$ cat config.mk
export PLATFORM = sky130hd
export DESIGN_NAME = voice_playback_state_control_core
export DESIGN_NICKNAME = d
export VERILOG_FILES = /design/src/hdl/vpsc_pkg.sv /design/src/hdl/vpsc_in_stage.sv /design/src/hdl/vpsc_ctrl.sv /design/src/hdl/vpsc_out_stage.sv /design/src/hdl/voice_playback_state_control_core.sv
export SDC_FILE = /design/constraint.sdc
export NUM_CORES = 1
export LEC_CHECK = 0
export ABC_AREA = 0
export ABC_CLOCK_PERIOD_IN_PS = 4400
export CAP_MARGIN = 15
export CORE_MARGIN = 3
export CORE_UTILIZATION = 40
export CTS_BUF_LIST = sky130_fd_sc_hd__clkbuf_16
export CTS_CLUSTER_SIZE = 14
export DETAILED_ROUTE_END_ITERATION = 7
export DONT_BUFFER_PORTS = 1
export SYNTH_ARGS = -nofsm -noshare
export SYNTH_HDL_FRONTEND = slang
export SYNTH_SLANG_ARGS = --single-unit
$ cat constraint.sdc
create_clock -name clk -period 4.4 [get_ports clk]
set_input_delay 0.66 -clock clk [delete_from_list [all_inputs] [get_ports clk]]
set_output_delay 0.66 -clock clk [all_outputs]
set_load 0.005 [all_outputs]
$ cat src/hdl/vpsc_pkg.sv
// ----------------------------------------------------------------------------
// vpsc_pkg
// Shared types and codes for the voice playback state control block.
// ----------------------------------------------------------------------------
package vpsc_pkg;

	// command codes
	localparam logic [1:0] CMD_TICK  = 2'd0;
	localparam logic [1:0] CMD_PLAY  = 2'd1;
	localparam logic [1:0] CMD_STOP  = 2'd2;
	localparam logic [1:0] CMD_PAUSE = 2'd3;

	// play state codes
	localparam logic [2:0] ST_STOPPED  = 3'd0;
	localparam logic [2:0] ST_STARTING = 3'd1;
	localparam logic [2:0] ST_PLAYING  = 3'd2;
	localparam logic [2:0] ST_PAUSING  = 3'd3;
	localparam logic [2:0] ST_PAUSED   = 3'd4;
	localparam logic [2:0] ST_STOPPING = 3'd5;

	// configuration register indexes
	localparam logic CFG_READY = 1'b0;
	localparam logic CFG_FADE  = 1'b1;

	localparam int FADE_W    = 24;
	localparam int ELAPSED_W = 20;

	localparam logic [FADE_W-1:0] FADE_RESET = 24'd55000;

	typedef struct packed {
		logic [1:0]           command;
		logic [ELAPSED_W-1:0] elapsed;
		logic                 node_playing;
		logic                 at_end;
	} item_t;

	typedef struct packed {
		logic [2:0] play_state;
		logic       accepted;
		logic       fault;
		logic       start_source;
		logic       stop_source;
		logic       seek_to_start;
		logic       fade_out_start;
		logic       fade_in_start;
		logic       notify_complete;
		logic       finished;
		logic       is_playing;
	} result_t;

endpackage

$ cat src/hdl/vpsc_in_stage.sv
// ----------------------------------------------------------------------------
// vpsc_in_stage
// Input register for command words; hands one word per cycle to the control
// logic whenever the result register can take its answer.
// ----------------------------------------------------------------------------
module vpsc_in_stage
	import vpsc_pkg::*;
(
	input  logic  clk,
	input  logic  arst_n,
	input  logic  cmd_valid,
	output logic  cmd_stall,
	input  item_t item,
	input  logic  res_free,
	output logic  go,
	output item_t item_s1
);

	logic vld_s1;

	assign go        = vld_s1 & res_free;
	assign cmd_stall = vld_s1 & ~res_free;

	always_ff @(posedge clk or negedge arst_n) begin
		if (!arst_n) begin
			vld_s1 <= 1'b0;
		end else if (!cmd_stall) begin
			vld_s1 <= cmd_valid;
		end
	end

	always_ff @(posedge clk or negedge arst_n) begin
		if (!arst_n) begin
			item_s1 <= '0;
		end else if (cmd_valid && !cmd_stall) begin
			item_s1 <= item;
		end
	end

endmodule

$ cat src/hdl/vpsc_ctrl.sv
// ----------------------------------------------------------------------------
// vpsc_ctrl
// Play state machine, finished flag, fade countdown and configuration
// registers. Computes the answer to one command word combinationally.
// ----------------------------------------------------------------------------
module vpsc_ctrl
	import vpsc_pkg::*;
#(
	parameter int TIMER_WIDTH = 24
) (
	input  logic              clk,
	input  logic              arst_n,
	input  logic              cfg_valid,
	input  logic              cfg_index,
	input  logic [FADE_W-1:0] cfg_data,
	input  logic              go,
	input  item_t             item_s1,
	output result_t           res
);

	localparam int EXT_W = (TIMER_WIDTH > FADE_W) ? TIMER_WIDTH : FADE_W;

	logic                   ready_q;
	logic [FADE_W-1:0]      fade_q;
	logic [2:0]             st_q;
	logic                   fin_q;
	logic [TIMER_WIDTH-1:0] cd_q;

	logic [2:0]             st_n;
	logic                   fin_n;
	logic [TIMER_WIDTH-1:0] cd_n;
	logic [TIMER_WIDTH-1:0] cd_tick;
	logic [TIMER_WIDTH-1:0] fade_trunc;
	logic [EXT_W-1:0]       cd_ext;
	logic [EXT_W-1:0]       el_ext;
	logic [EXT_W-1:0]       fade_ext;
	logic [EXT_W-1:0]       diff;
	logic                   restart;

	assign cd_ext     = EXT_W'(cd_q);
	assign el_ext     = EXT_W'(item_s1.elapsed);
	assign fade_ext   = EXT_W'(fade_q);
	assign diff       = cd_ext - el_ext;
	assign cd_tick    = (cd_ext > el_ext) ? diff[TIMER_WIDTH-1:0] : '0;
	assign fade_trunc = fade_ext[TIMER_WIDTH-1:0];

	always_comb begin
		st_n    = st_q;
		fin_n   = fin_q;
		cd_n    = cd_q;
		res     = '0;
		restart = 1'b0;
		unique case (item_s1.command)
			CMD_TICK: begin
				cd_n = cd_tick;
				unique case (st_q)
					ST_STARTING: begin
						if (item_s1.node_playing) st_n = ST_PLAYING;
					end
					ST_PLAYING: begin
						// source went quiet: done, notify only at end of data
						if (!item_s1.node_playing) begin
							st_n                = ST_STOPPED;
							fin_n               = 1'b1;
							res.notify_complete = item_s1.at_end;
						end
					end
					ST_PAUSING: begin
						if (cd_tick == '0) begin
							res.stop_source = 1'b1;
							st_n            = ST_PAUSED;
						end
					end
					ST_STOPPING: begin
						if (cd_tick == '0) begin
							res.stop_source     = 1'b1;
							res.seek_to_start   = 1'b1;
							res.notify_complete = 1'b1;
							fin_n               = 1'b1;
							st_n                = ST_STOPPED;
						end
					end
					default: ;
				endcase
			end
			CMD_PLAY: begin
				if (ready_q) begin
					unique case (st_q)
						ST_STOPPED: begin
							fin_n   = 1'b0;
							restart = 1'b1;
						end
						ST_STARTING: begin
							res.fault = 1'b1;
						end
						ST_PLAYING: begin
							res.stop_source   = 1'b1;
							res.seek_to_start = 1'b1;
							fin_n             = 1'b0;
							restart           = 1'b1;
						end
						ST_PAUSING: begin
							res.stop_source = 1'b1;
							restart         = 1'b1;
						end
						ST_PAUSED: begin
							res.fade_in_start = 1'b1;
							restart           = 1'b1;
						end
						ST_STOPPING: begin
							res.stop_source     = 1'b1;
							res.seek_to_start   = 1'b1;
							res.notify_complete = 1'b1;
							fin_n               = 1'b1;
							restart             = 1'b1;
						end
						default: ;
					endcase
				end
				if (restart) begin
					res.start_source = 1'b1;
					res.accepted     = 1'b1;
					st_n             = ST_STARTING;
				end
			end
			CMD_STOP: begin
				res.accepted = 1'b1;
				unique case (st_q)
					ST_STOPPED: begin
						fin_n        = 1'b1;
						res.accepted = 1'b0;
					end
					ST_STARTING: begin
						res.stop_source   = 1'b1;
						res.seek_to_start = 1'b1;
						fin_n             = 1'b1;
						st_n              = ST_STOPPING;
					end
					ST_PLAYING: begin
						cd_n               = fade_trunc;
						res.fade_out_start = 1'b1;
						st_n               = ST_STOPPING;
					end
					ST_PAUSING, ST_PAUSED: begin
						res.stop_source     = 1'b1;
						res.seek_to_start   = 1'b1;
						res.notify_complete = 1'b1;
						fin_n               = 1'b1;
						st_n                = ST_STOPPING;
					end
					ST_STOPPING: begin
						res.stop_source     = 1'b1;
						res.seek_to_start   = 1'b1;
						res.notify_complete = 1'b1;
						fin_n               = 1'b1;
						st_n                = ST_STOPPED;
					end
					default: ;
				endcase
			end
			CMD_PAUSE: begin
				res.accepted = 1'b1;
				if (st_q == ST_PLAYING) begin
					cd_n               = fade_trunc;
					res.fade_out_start = 1'b1;
					st_n               = ST_PAUSING;
				end else if (st_q <= ST_STOPPING) begin
					st_n = ST_PAUSED;
				end
			end
		endcase
		res.play_state = st_n;
		res.finished   = fin_n;
		res.is_playing = (st_n != ST_STOPPED) && (st_n != ST_PAUSED);
	end

	always_ff @(posedge clk or negedge arst_n) begin
		if (!arst_n) begin
			st_q  <= ST_STOPPED;
			fin_q <= 1'b0;
			cd_q  <= '0;
		end else if (go) begin
			st_q  <= st_n;
			fin_q <= fin_n;
			cd_q  <= cd_n;
		end
	end

	always_ff @(posedge clk or negedge arst_n) begin
		if (!arst_n) begin
			ready_q <= 1'b0;
			fade_q  <= FADE_RESET;
		end else if (cfg_valid) begin
			if (cfg_index == CFG_READY) begin
				ready_q <= cfg_data[0];
			end else begin
				fade_q <= cfg_data;
			end
		end
	end

`ifndef SYNTHESIS
	a_play_fault_holds: assert property (@(posedge clk) disable iff (!arst_n)
		go && item_s1.command == CMD_PLAY && ready_q && st_q == ST_STARTING
		|=> st_q == ST_STARTING)
		else $error("play while starting changed the state");

	a_stop_done: assert property (@(posedge clk) disable iff (!arst_n)
		go && item_s1.command == CMD_TICK && st_q == ST_STOPPING && cd_tick == '0
		|=> st_q == ST_STOPPED && fin_q)
		else $error("stopping did not finish when the fade wait ran out");

	a_fade_load: assert property (@(posedge clk) disable iff (!arst_n)
		go && res.fade_out_start |=> cd_q == $past(fade_trunc))
		else $error("fade countdown not loaded on fade out");

	a_state_legal: assert property (@(posedge clk) disable iff (!arst_n)
		go |=> st_q <= ST_STOPPING)
		else $error("play state left the legal range");
`endif

endmodule

$ cat src/hdl/vpsc_out_stage.sv
// ----------------------------------------------------------------------------
// vpsc_out_stage
// Result register; holds a finished answer until the receiver takes it.
// ----------------------------------------------------------------------------
module vpsc_out_stage
	import vpsc_pkg::*;
(
	input  logic    clk,
	input  logic    arst_n,
	input  logic    go,
	input  result_t res,
	input  logic    res_stall,
	output logic    res_free,
	output logic    vld_s2,
	output result_t res_s2
);

	assign res_free = ~vld_s2 | ~res_stall;

	always_ff @(posedge clk or negedge arst_n) begin
		if (!arst_n) begin
			vld_s2 <= 1'b0;
		end else if (go) begin
			vld_s2 <= 1'b1;
		end else if (!res_stall) begin
			vld_s2 <= 1'b0;
		end
	end

	always_ff @(posedge clk) begin
		if (go) begin
			res_s2 <= res;
		end
	end

endmodule

$ cat src/hdl/voice_playback_state_control_core.sv
// ----------------------------------------------------------------------------
// voice_playback_state_control_core
// Lifecycle control of one audio voice: play state, finished flag and fade
// countdown, with source and fader pulses answered per command word.
//
//   channel   | handshake              | word
//   ----------+------------------------+----------------------------------
//   command   | cmd_valid / cmd_stall  | command, elapsed, node_playing,
//             |                        | at_end
//   result    | res_valid / res_stall  | play_state .. is_playing
//   config    | cfg_valid / cfg_ready  | cfg_index, cfg_data
//
// One command word per cycle while no stall holds the flow; a taken word is
// held in the input register while the state update computes its answer,
// and that answer is then registered in the result register.
// Reset clears the state to stopped, finished to 0, countdown to 0,
// ready_cfg to 0 and fade_ticks to 55000. No clearing pass.
// A stalled result holds; the input register keeps taking words until it
// holds one that cannot move on, then cmd_stall rises.
// ----------------------------------------------------------------------------
module voice_playback_state_control_core
	import vpsc_pkg::*;
#(
	parameter int TIMER_WIDTH = 24
) (
	input  logic                 clk,
	input  logic                 arst_n,
	input  logic                 cmd_valid,
	output logic                 cmd_stall,
	input  logic [1:0]           command,
	input  logic [ELAPSED_W-1:0] elapsed,
	input  logic                 node_playing,
	input  logic                 at_end,
	output logic                 res_valid,
	input  logic                 res_stall,
	output logic [2:0]           play_state,
	output logic                 accepted,
	output logic                 fault,
	output logic                 start_source,
	output logic                 stop_source,
	output logic                 seek_to_start,
	output logic                 fade_out_start,
	output logic                 fade_in_start,
	output logic                 notify_complete,
	output logic                 finished,
	output logic                 is_playing,
	input  logic                 cfg_valid,
	output logic                 cfg_ready,
	input  logic                 cfg_index,
	input  logic [FADE_W-1:0]    cfg_data
);

	item_t   item;
	item_t   item_s1;
	result_t res;
	result_t res_s2;
	logic    go;
	logic    res_free;

	assign cfg_ready = 1'b1;

	assign item.command      = command;
	assign item.elapsed      = elapsed;
	assign item.node_playing = node_playing;
	assign item.at_end       = at_end;

	vpsc_in_stage u_in (
		.clk       (clk),
		.arst_n    (arst_n),
		.cmd_valid (cmd_valid),
		.cmd_stall (cmd_stall),
		.item      (item),
		.res_free  (res_free),
		.go        (go),
		.item_s1   (item_s1)
	);

	vpsc_ctrl #(
		.TIMER_WIDTH (TIMER_WIDTH)
	) u_ctrl (
		.clk       (clk),
		.arst_n    (arst_n),
		.cfg_valid (cfg_valid),
		.cfg_index (cfg_index),
		.cfg_data  (cfg_data),
		.go        (go),
		.item_s1   (item_s1),
		.res       (res)
	);

	vpsc_out_stage u_out (
		.clk       (clk),
		.arst_n    (arst_n),
		.go        (go),
		.res       (res),
		.res_stall (res_stall),
		.res_free  (res_free),
		.vld_s2    (res_valid),
		.res_s2    (res_s2)
	);

	assign play_state      = res_s2.play_state;
	assign accepted        = res_s2.accepted;
	assign fault           = res_s2.fault;
	assign start_source    = res_s2.start_source;
	assign stop_source     = res_s2.stop_source;
	assign seek_to_start   = res_s2.seek_to_start;
	assign fade_out_start  = res_s2.fade_out_start;
	assign fade_in_start   = res_s2.fade_in_start;
	assign notify_complete = res_s2.notify_complete;
	assign finished        = res_s2.finished;
	assign is_playing      = res_s2.is_playing;

endmodule

# After elaboration in Yosys (flattened, before gate mapping)
# Index checks and enable logic that the tools add are counted.
word_totals:
  n_memories: 0
  out_inout_bits: 16
  input_bits: 54
  mem_bits_ro: 0
  latchBits: 0
  ramBits: 0
  regBits: 92
op_classes:
  add_sub_neg: 1
  n_eq_ne: 11
  mul: 0
  order_cmp: 2
  shifts: 0
  muxes: 46
  n_reduce_logical: 21
  div: 0
  n_bitwise: 7
op_table:
  columns: ["cell", "n"]
  rows:
  - ["two-way mux 24 bit", 2]
  - ["case mux 24 bit (2 select lines)", 1]
  - ["> comparator 24 x 20 -> 1 bit", 1]
  - ["zero test 24 bit", 1]
  - ["case mux 3 bit (4 select lines)", 2]
  - ["subtractor 24 x 20 -> 24 bit", 1]
  - ["two-way mux 1 bit", 22]
  - ["two-way mux 3 bit", 7]
  - ["OR reduction 5 bit", 2]
  - ["case mux 1 bit (3 select lines)", 3]
  - ["case mux 1 bit (2 select lines)", 4]
  - ["OR reduction 4 bit", 2]
  - ["equality test 3 x 2 -> 1 bit, second input constant", 2]
  - ["equality test 3 bit, second input constant", 2]
  - ["two-way mux 2 bit", 3]
  - ["case mux 2 bit (3 select lines)", 1]
  - ["case mux 3 bit (2 select lines)", 1]
  - ["AND reduction 2 bit", 3]
  - ["OR reduction 2 bit", 3]
  - ["OR reduction 3 bit", 2]
  - ["equality test 2 bit, second input constant", 2]
  - ["!= test 2 x 1 -> 1 bit, second input constant", 2]
  - ["inverter 1 bit", 4]
  - ["equality test 3 x 1 -> 1 bit, second input constant", 1]
  - ["12 further kinds", 14]

# Logic depth before layout (Yosys ltp)
# Gate-level depths: netlist of the first run.
depth:
  depth_word: 9
  ltp_mapped: 13
  depth_no_buf: 13

# By module
# From an unflattened synthesis of the first run, not the netlist that was laid out.
hier_totals:
  hier_cells: 615
  area_unflattened_um2: 5896.9
by_module_without_submodules:
  columns: ["module", "n_inst", "area_each_um2", "seq_area_each_um2", "cells_per_inst"]
  rows:
  - ["vpsc_ctrl", 1, 4404.2, 1337.5, 541]
  - ["vpsc_in_stage", 1, 1054.8, 625.6, 56]
  - ["vpsc_out_stage", 1, 426.7, 415.4, 16]
  - ["voice_playback_state_control_core", 1, 11.3, 0.0, 2]

# Worst setup path before layout of the first run
# OpenSTA, ideal clock, no wires.
synth_timing:
  path_type: "register -> register"
  startpoint: "register, netlist name u_in.item_s1[2]"
  endpoint: "register, netlist name u_out.res_s2[0]"
  n_path_buf: 0
  required_time_ns: 4.141
  stages_incl_launch_ff: 13
  setup_slack_ns: 1.112
  arrival_time_ns: 3.029
  cell_sequence: "dfrtp_1 -> ha_1 -> fa_1 -> nand2b_2 -> a211oi_1 -> o21ai_0 -> a21boi_0 -> o22ai_1 -> nor4_1 -> nand4_1 -> o31ai_4 -> o21a_1 -> o21bai_1"

==> summary.md, run 1 <==
| Metric | Value |
|---|---|
| Initial antenna violation count | 0 |
| DRC | 0 |
| PwrDens | 687 nW/um2 |
| Max-Cap Viols | 0 |
| Post-synth top flop | dfrtp_1 |
| Routed vias | 4839 |
| Met3 routed WL | 688 um |
| Clock slew at reported path FFs | 60 ps |
| Final Core Density | 44.4% |
| Final min period | 3960 ps |
| Most common cell after layout, fill and taps aside | dfrtp_1 |
| IO Count | 70 |
| FMAX | 0.253 GHz |
| Final setup vio count | 0 |
| PortBufs | 0 |
| Hold Fails Final Rpt | 0 |
| Post-Syn Instances | 637 |
| Critical Path Start Type | flop |
| Pin count of the biggest net entering global routing | 71 |
| M1 WL | 7470 um |
| Hold WC Path Type | in -> async |
| Kind of critical path | reg -> reg |
| Share of post-route cells with drive strength above 1 | 14.2% |
| Max incr delay on CP | 460 ps |
| Design Area, Final | 6240 um2 |
| # Post-CTS Setup Buffers | 0 |
| # clock sinks | 92 |
| Status | finished, final reports clean |
| Grt ovf | 0 |
| # diodes | 0 |
| EDFF count, synth | 13 |
| Asr flop ratio synth | 85.9% |
| RePlAce Congestion | 0.890 |
| Post-layout power | 4.29 mW |
| Final clock skew | 10.9 ps |
| Post-DRT Antenna Nets | 0 |
| DR WL met2 | 7250 um |
| Fin crit share | 89.9% |
| Post-synthesis sequential area ratio | 40.8% |
| Worst Path Buf+Inv | 0 |
| Std cell rows | 43 |
| CTS tree | done |
| H-Tree Level Count | 3 |
| RSZ-0062 raised after global routing | false |
| Layout Nets | 691 |
| Die area | 16100 um2 |
| Most frequent cells in the layout | 70 x dfrtp_1, 61 x nand2_1, 58 x a21oi_1, 52 x mux2_2, 46 x o21ai_0 |
| Crit path max fanout | 9 |
| Worst-Margin Slew | 847 ps |
| P_leak | 2.59 nW |
| Count of cell types in the netlist | 72 |
| Gr usage total | 20.0% |
| Worst Path Arrival | 4060 ps |
| CP max-delay cell | o31ai_4 |
| Drt initial violations | 416 |
| Final slew viol count | 0 |
| Clock Latency Late Sink | 360 ps |
| Crit-path leading delay family | compound AO/OA/AOI/OAI gates |
| Detailed Place HPWL | 11000 um |
| CP endpoint kind | flop |
| Avg Cell Area, Syn | 9.15 um2 |
| P&R area growth vs syn | 7.06% |
| Setup_tns | 0 ps |
| Clk root buf | clkbuf_16 |
| CTS Hold Bufs | 1 |
| CTS max path bufs | 2 |
| Top Layer Used | met4 |
| Syn. warnings | 0 |
| Post-CTS sizing | 0 |
| CTS buffer count | 9 |
| Placed Area | 5930 um2 |
| Number of global-route vias before repair | 4757 |
| Drt via density | 6.04 |
| Routed WL | 15700 um |
| Critical path, cell by cell | ha_1, fa_1, nand2b_2, a211oi_1, o21ai_0, a21boi_0, o22ai_1, nor4_1, nand4_1, o31ai_4, o21a_1, o21bai_1 |
| Wire per inst | 19.6 um |
| Die height | 127 um |
| Worst EP required | 4500 ps |
| #FFs+latches synth | 92 |
| TritonRoute pass-1 iters | 6 |
| Syn nets | 712 |
| Slew HR | 43.5% |
| Die Wd | 127 um |
| Synthesized area | 5830 um2 |
| Starting Density | 41.5% |
| Worst vdd ir | 0.000328 V |
| CORE AREA | 14000 um2 |
| First-pass GRT wire length | 25400 um |
| Hold Slack | 147 ps |
==> cell type report <==
type                            instances  area, um2
Fill cell                            1360       7800
Multi-Input combinational cell        471       3150
Sequential cell                        92       2380
Clock buffer                            9        225
Tap cell                              180        225
Inverter                               36        135
Timing Repair Buffer                    6       65.1
Clock inverter                          7       56.3
==> registers in the layout, indices dropped and copies added, names as in the netlist <==
name	count
u_in.vld_s1	1
u_ctrl.fade_ext	24
u_ctrl.ready_q	1
u_ctrl.fin_q	1
u_ctrl.st_q	3
u_out.res_s2	13
u_in.item_s1	24
u_out.vld_s2	1
u_ctrl.cd_ext	24
==> worst register-to-register path, stage by stage, from the launching register on <==
cell      delay, ps
dfrtp_1         380
ha_1            230
fa_1            420
nand2b_2        230
a211oi_1        440
o21ai_0         220
a21boi_0        260
o22ai_1         140
nor4_1          380
nand4_1         210
o31ai_4         460
o21a_1          250
o21bai_1         90
==> through the flow <==
| step | worst slack (ps) | std cells |
|---|---|---|
| after detailed placement | 419 | 784 |
| after global placement | 460 | 784 |
| final | 444 | 801 |
| after global routing | 114 | 801 |
| after floorplan | 1110 | 637 |
| after CTS | 433 | 801 |
==> synth_stat cells, drive strengths merged (11+ instances only) <==
cell type	count	area share, %
nand2	61	3.9
o21ai	52	4.6
dfrtp	70	30
ha	20	4.3
nor2	36	2.3
buf	15	1.3
nor3	18	1.5
clkbuf	23	1.5
inv	35	2.3
a31oi	12	1.3
a21oi	59	5.1
nand3	18	1.5
a211oi	11	1.5
mux2	52	10
edfxtp	13	6.7
==> metal layers <==
metal	vias to the layer above	global-route usage, %
met5	-	0
met4	0	5.55
met3	17	4.34
met2	143	31.8
met1	2373	27.6
li1	2306	-
==> logic make-up (layout without fill, tap and decap cells) <==
group / after synthesis / in the layout / share of synthesized area, %
adders and majority gates: 21 / 21 / 4.64
and+or+nand+nor: 190 / 190 / 16.3
other: 1 / 1 / 0.0643
xor gates and xnor gates: 10 / 10 / 1.50
DFF: 92 / 92 / 40.8
AOI/OAI and AO/OA: 193 / 193 / 20.8
buffers and inverters: 74 / 58 / 5.13
muxes: 56 / 56 / 10.7
==> power breakdown <==
group,switching (mW),total (mW),internal [mW]
Sequential,0.226,1.33,1.11
Clock,0.317,0.746,0.430
Combinational,1.37,2.21,0.843
Total,1.91,4.29,2.38
==> final timing paths <==
kind | from | to | slack [ps] | cells after the start
max | u_in.item_s1[2] | u_out.res_s2[0] | 440 | 12
min | arst_n | u_ctrl.fade_ext[15] | 150 | 0
max reg2reg | u_in.item_s1[2] | u_out.res_s2[0] | 440 | 12
min reg2reg | u_ctrl.cd_ext[7] | u_ctrl.cd_ext[7] | 480 | 2
max in group asynchronous | arst_n | u_in.item_s1[22] | 3900 | 1
min in group clk | cmd_valid | u_in.vld_s1 | 420 | 1
No activity file was read; power rests on OpenSTA's default activity.
==> run 2: changes to the inputs <==
Settings changed: ABC_AREA 0 to 1.
==> summary.md, run 2 <==
| Metric | Value |
|---|---|
| Detailed Place HPWL | 11900 um (+7.7%) |
| Starting Density | 41.1% (-0.40 points) |
| Path length in cells of the critical path | 18 (+6) |
| CP endpoint kind | flop |
| CTS max path bufs | 2 (unchanged) |
| Top-count cell post-synth | nand2_1 |
| Setup_tns | 0 ps (unchanged) |
| Std cell rows | 44 (+2.3%) |
| # Post-CTS Setup Buffers | 0 (unchanged) |
| Synth Area in Simple Gates | 30.6% (+14 points) |
| Most common cell after layout, fill and taps aside | nand2_1 |
| Drt via density | 4.94 (-18%) |
| Post-CTS sizing | 0 (unchanged) |
| Worst Path Arrival | 3240 ps (-820 ps) |
| Worst Path Buf+Inv | 3 (+3) |
| Post-synthesis sequential area ratio | 39.5% (-1.3 points) |
| DRC | 0 (unchanged) |
| Xor/xnor cell area share of the yosys netlist | 1.16% (-0.34 points) |
| RR Endpoint | u_out.res_s2[2] |
| Ranking of synthesized cells by area | dfrtp_1 29%, nand2_1 14%, inv_1 8.2%, edfxtp_1 6.5%, nor2_1 6.1% |
| CORE AREA | 14600 um2 (+4.3%) |
| Die Wd | 129 um (+1.6%) |
| Register area | 2380 um2 (unchanged) |
| Synthesized area | 6020 um2 (+3.3%) |
| Fin crit share | 71.5% (-18 points) |
| Clock slew at reported path FFs | 70 ps (about the same) |
| IO Count | 70 (unchanged) |
| EDFF count, synth | 13 (unchanged) |
| Layout filler cell count | 1517 (+12%) |
| Synth area leader | dfrtp_1 |
| CTS buffer count | 9 (unchanged) |
| Final setup vio count | 0 (unchanged) |
| TritonRoute pass-1 iters | 5 (-1) |
| # diodes | 0 (unchanged) |
| Wire per inst | 15.3 um (-22%) |
| Clk root buf | clkbuf_16 |
| Reg2Reg Depth | 18 (+6) |
| Slew HR | 26.0% (-18 points) |
| Critical Path Start Type | flop |
| Status | finished, final reports clean |
| Initial antenna violation count | 0 (unchanged) |
| Asr flop ratio synth | 85.9% (unchanged) |
| Crit-path leading delay family | simple AND/OR/NAND/NOR gates |
| Post-Synth Adder-Cell Area | 4.49% (-0.15 points) |
| P_leak | 3.29 nW (+27%) |
| CP max-delay cell | fa_1 |
| Crit path max fanout | 15 (+6) |
| Die area | 16600 um2 (+3.1%) |
| Syn nets | 899 (+26%) |
| FMAX | 0.318 GHz (+26%) |
| Routed WL | 15400 um (-1.6%) |
| Post-synth top flop | dfrtp_1 |
| Drt initial violations | 332 (-20%) |
| Hold Fails Final Rpt | 0 (unchanged) |
| Post-Syn Instances | 824 (+29%) |
| Worst vdd ir | 0.000252 V (-23%) |
| Gr usage total | 19.3% (-0.66 points) |
| Clock Latency Late Sink | 350 ps (about the same) |
| Pin count of the biggest net entering global routing | 70 (-1.4%) |
| Design Area, Final | 6520 um2 (+4.6%) |
| R2R Path Start | u_in.item_s1[2] |
| Setup slack, reg-to-reg | 1260 ps (+810 ps) |
| P&R area growth vs syn | 8.38% |
| Placed Area | 6190 um2 (+4.3%) |
| Most instantiated cells after synthesis | 221 x nand2_1, 132 x inv_1, 98 x nor2_1 |
| Max-Cap Viols | 0 (unchanged) |
| Most frequent cells in the layout | 220 x nand2_1, 132 x inv_1, 98 x nor2_1, 70 x dfrtp_1, 42 x a21oi_1 |
| Final clock skew | 6.44 ps (-4.51 ps) |
| CTS tree | done |
| Post-DRT Antenna Nets | 0 (unchanged) |
| Count of cell types in the netlist | 44 (-39%) |
| Synth Area in Compound Gates | 9.04% (-12 points) |
| Kind of critical path | reg -> reg |
| #FFs+latches synth | 92 (unchanged) |
| Routed vias | 4982 (+3.0%) |
| Number of global-route vias before repair | 4834 (+1.6%) |
| Cell mode on critical path | nand2_2 |
| Hold WC Path Type | in -> async |
| Grt ovf | 0 (unchanged) |
| Max incr delay on CP | 450 ps (about the same) |
| Synth top area share | 29.1% (-0.96 points) |
| Layout Nets | 895 (+30%) |
| Critical path, cell by cell | ha_1, fa_1, inv_1, nand2_1, nand2_1, nand3_1, nand2_2, nand2_2, nand3_4, nand2_4, inv_1, o21ai_0, nand2_2, nor2_4, nand2_2, inv_1, nand3_1, nand3_1 |
| Syn. warnings | 0 (unchanged) |
| Final min period | 3140 ps (-811 ps) |
| H-Tree Level Count | 3 (unchanged) |
| Avg Cell Area, Syn | 7.31 um2 (-20%) |
| Worst-Margin Slew | 1110 ps (+261 ps) |
| RSZ-0062 raised after global routing | false |
| First-pass GRT wire length | 25000 um (-1.5%) |
| Final slew viol count | 0 (unchanged) |
| # clock sinks | 92 (unchanged) |
| RePlAce Congestion | 0.922 (+3.6%) |
| Footprint of the multi-input gates | 3040 um2 (-3.7%) |
| Worst EP required | 4500 ps (about the same) |
| Largest family of logic cells by synthesized area | simple AND/OR/NAND/NOR gates |
| PortBufs | 0 (unchanged) |
| PwrDens | 680 nW/um2 (-1.0%) |
| Share of post-route cells with drive strength above 1 | 11.2% (-3.0 points) |
| Die height | 129 um (+1.6%) |
| Mux cell area share after synthesis | 5.05% (-5.7 points) |
[run 2: changes by cell type in the layout (fill, tap and decap cells not counted), sizes merged, moves of 17 or more]
cell   change
nand3     +25
nand2    +173
o21ai     -33
a21oi     -17
inv       +97
nor2      +75
mux2      -25
[run 2: worst reg2reg max path: stages, from the launching register on]
cell and delay (ps):
dfrtp_1 380, ha_1 260, fa_1 450, inv_1 140, nand2_1 60, nand2_1 70, nand3_1 80, nand2_2 110
nand2_2 70, nand3_4 130, nand2_4 130, inv_1 340, o21ai_0 200, nand2_2 130, nor2_4 50, nand2_2 70
inv_1 60, nand3_1 80, nand3_1 80
[run 2: final cells by class]
| cell class | instances | area share [%] |
|---|---|---|
| Tap cell | 184 | 3.53 |
| Clock inverter | 7 | 1.13 |
| Timing Repair Buffer | 6 | 1.04 |
| Clock buffer | 9 | 3.45 |
| Inverter | 136 | 7.83 |
| Sequential cell | 92 | 36.5 |
| Multi-Input combinational cell | 575 | 46.6 |
[run 2: stage by stage]
stage          utilization, %  hold WS (ps)  instances  worst slack [ps]  total power [mW]
2_1_floorplan               -           364        824              1790              3.05
3_3_place_gp             42.3           368        991              1390              3.63
6_report                 44.5           151       1009              1260              4.44
3_5_place_dp             42.3           368        991              1300              3.61
5_1_grt                  44.5           137       1009              1010              4.84
4_1_cts                  44.5           141       1009              1270              4.44
[run 2: worst max path at each step]
stage	start	endpoint	slack, ps
after floorplan	u_in.item_s1[2]	u_out.res_s2[0]	1790
after global placement	u_in.item_s1[2]	u_out.res_s2[2]	1390
after detailed placement	u_in.item_s1[2]	u_out.res_s2[2]	1300
after CTS	u_in.item_s1[2]	u_out.res_s2[2]	1270
after global routing	u_in.item_s1[2]	u_out.res_s2[1]	1010
final	u_in.item_s1[2]	u_out.res_s2[2]	1260
[run 2: power by group]
group / leakage (nW) / total [mW] / internal [mW] / switching [mW]
sequential: 1.03 / 1.31 / 1.11 / 0.198
combinational: 2.11 / 2.34 / 0.802 / 1.54
clock: 0.146 / 0.788 / 0.443 / 0.345
total: 3.29 / 4.44 / 2.35 / 2.08
[run 2: cell families (layout without fill, tap and decap cells)]
kind of cell / count (synthesis) / count (layout)
buf+inv: 157 / 158
simple gates: 421 / 421
fa+ha+maj: 21 / 21
xor+xnor: 8 / 8
mux: 27 / 27
other cells: 1 / 1
compound gates: 97 / 97
flops: 92 / 92
[run 2: layer usage]
| layer | global-route usage (%) | wire length [um] | vias to the layer above | part of all wire (%) |
|---|---|---|---|---|
| li1 | - | - | 2619 | - |
| met1 | 28.1 | 7740 | 2250 | 50 |
| met2 | 29.3 | 6720 | 100 | 44 |
| met3 | 4.11 | 742 | 13 | 4.8 |
| met4 | 5.06 | 208 | 0 | 1.3 |
| met5 | 0 | 0 | - | 0 |
[run 2: repair_timing]
item	CTS	global route
hold buffers	2	0
setup endpoints to repair	0	0
endpoints found under the hold margin	69	0
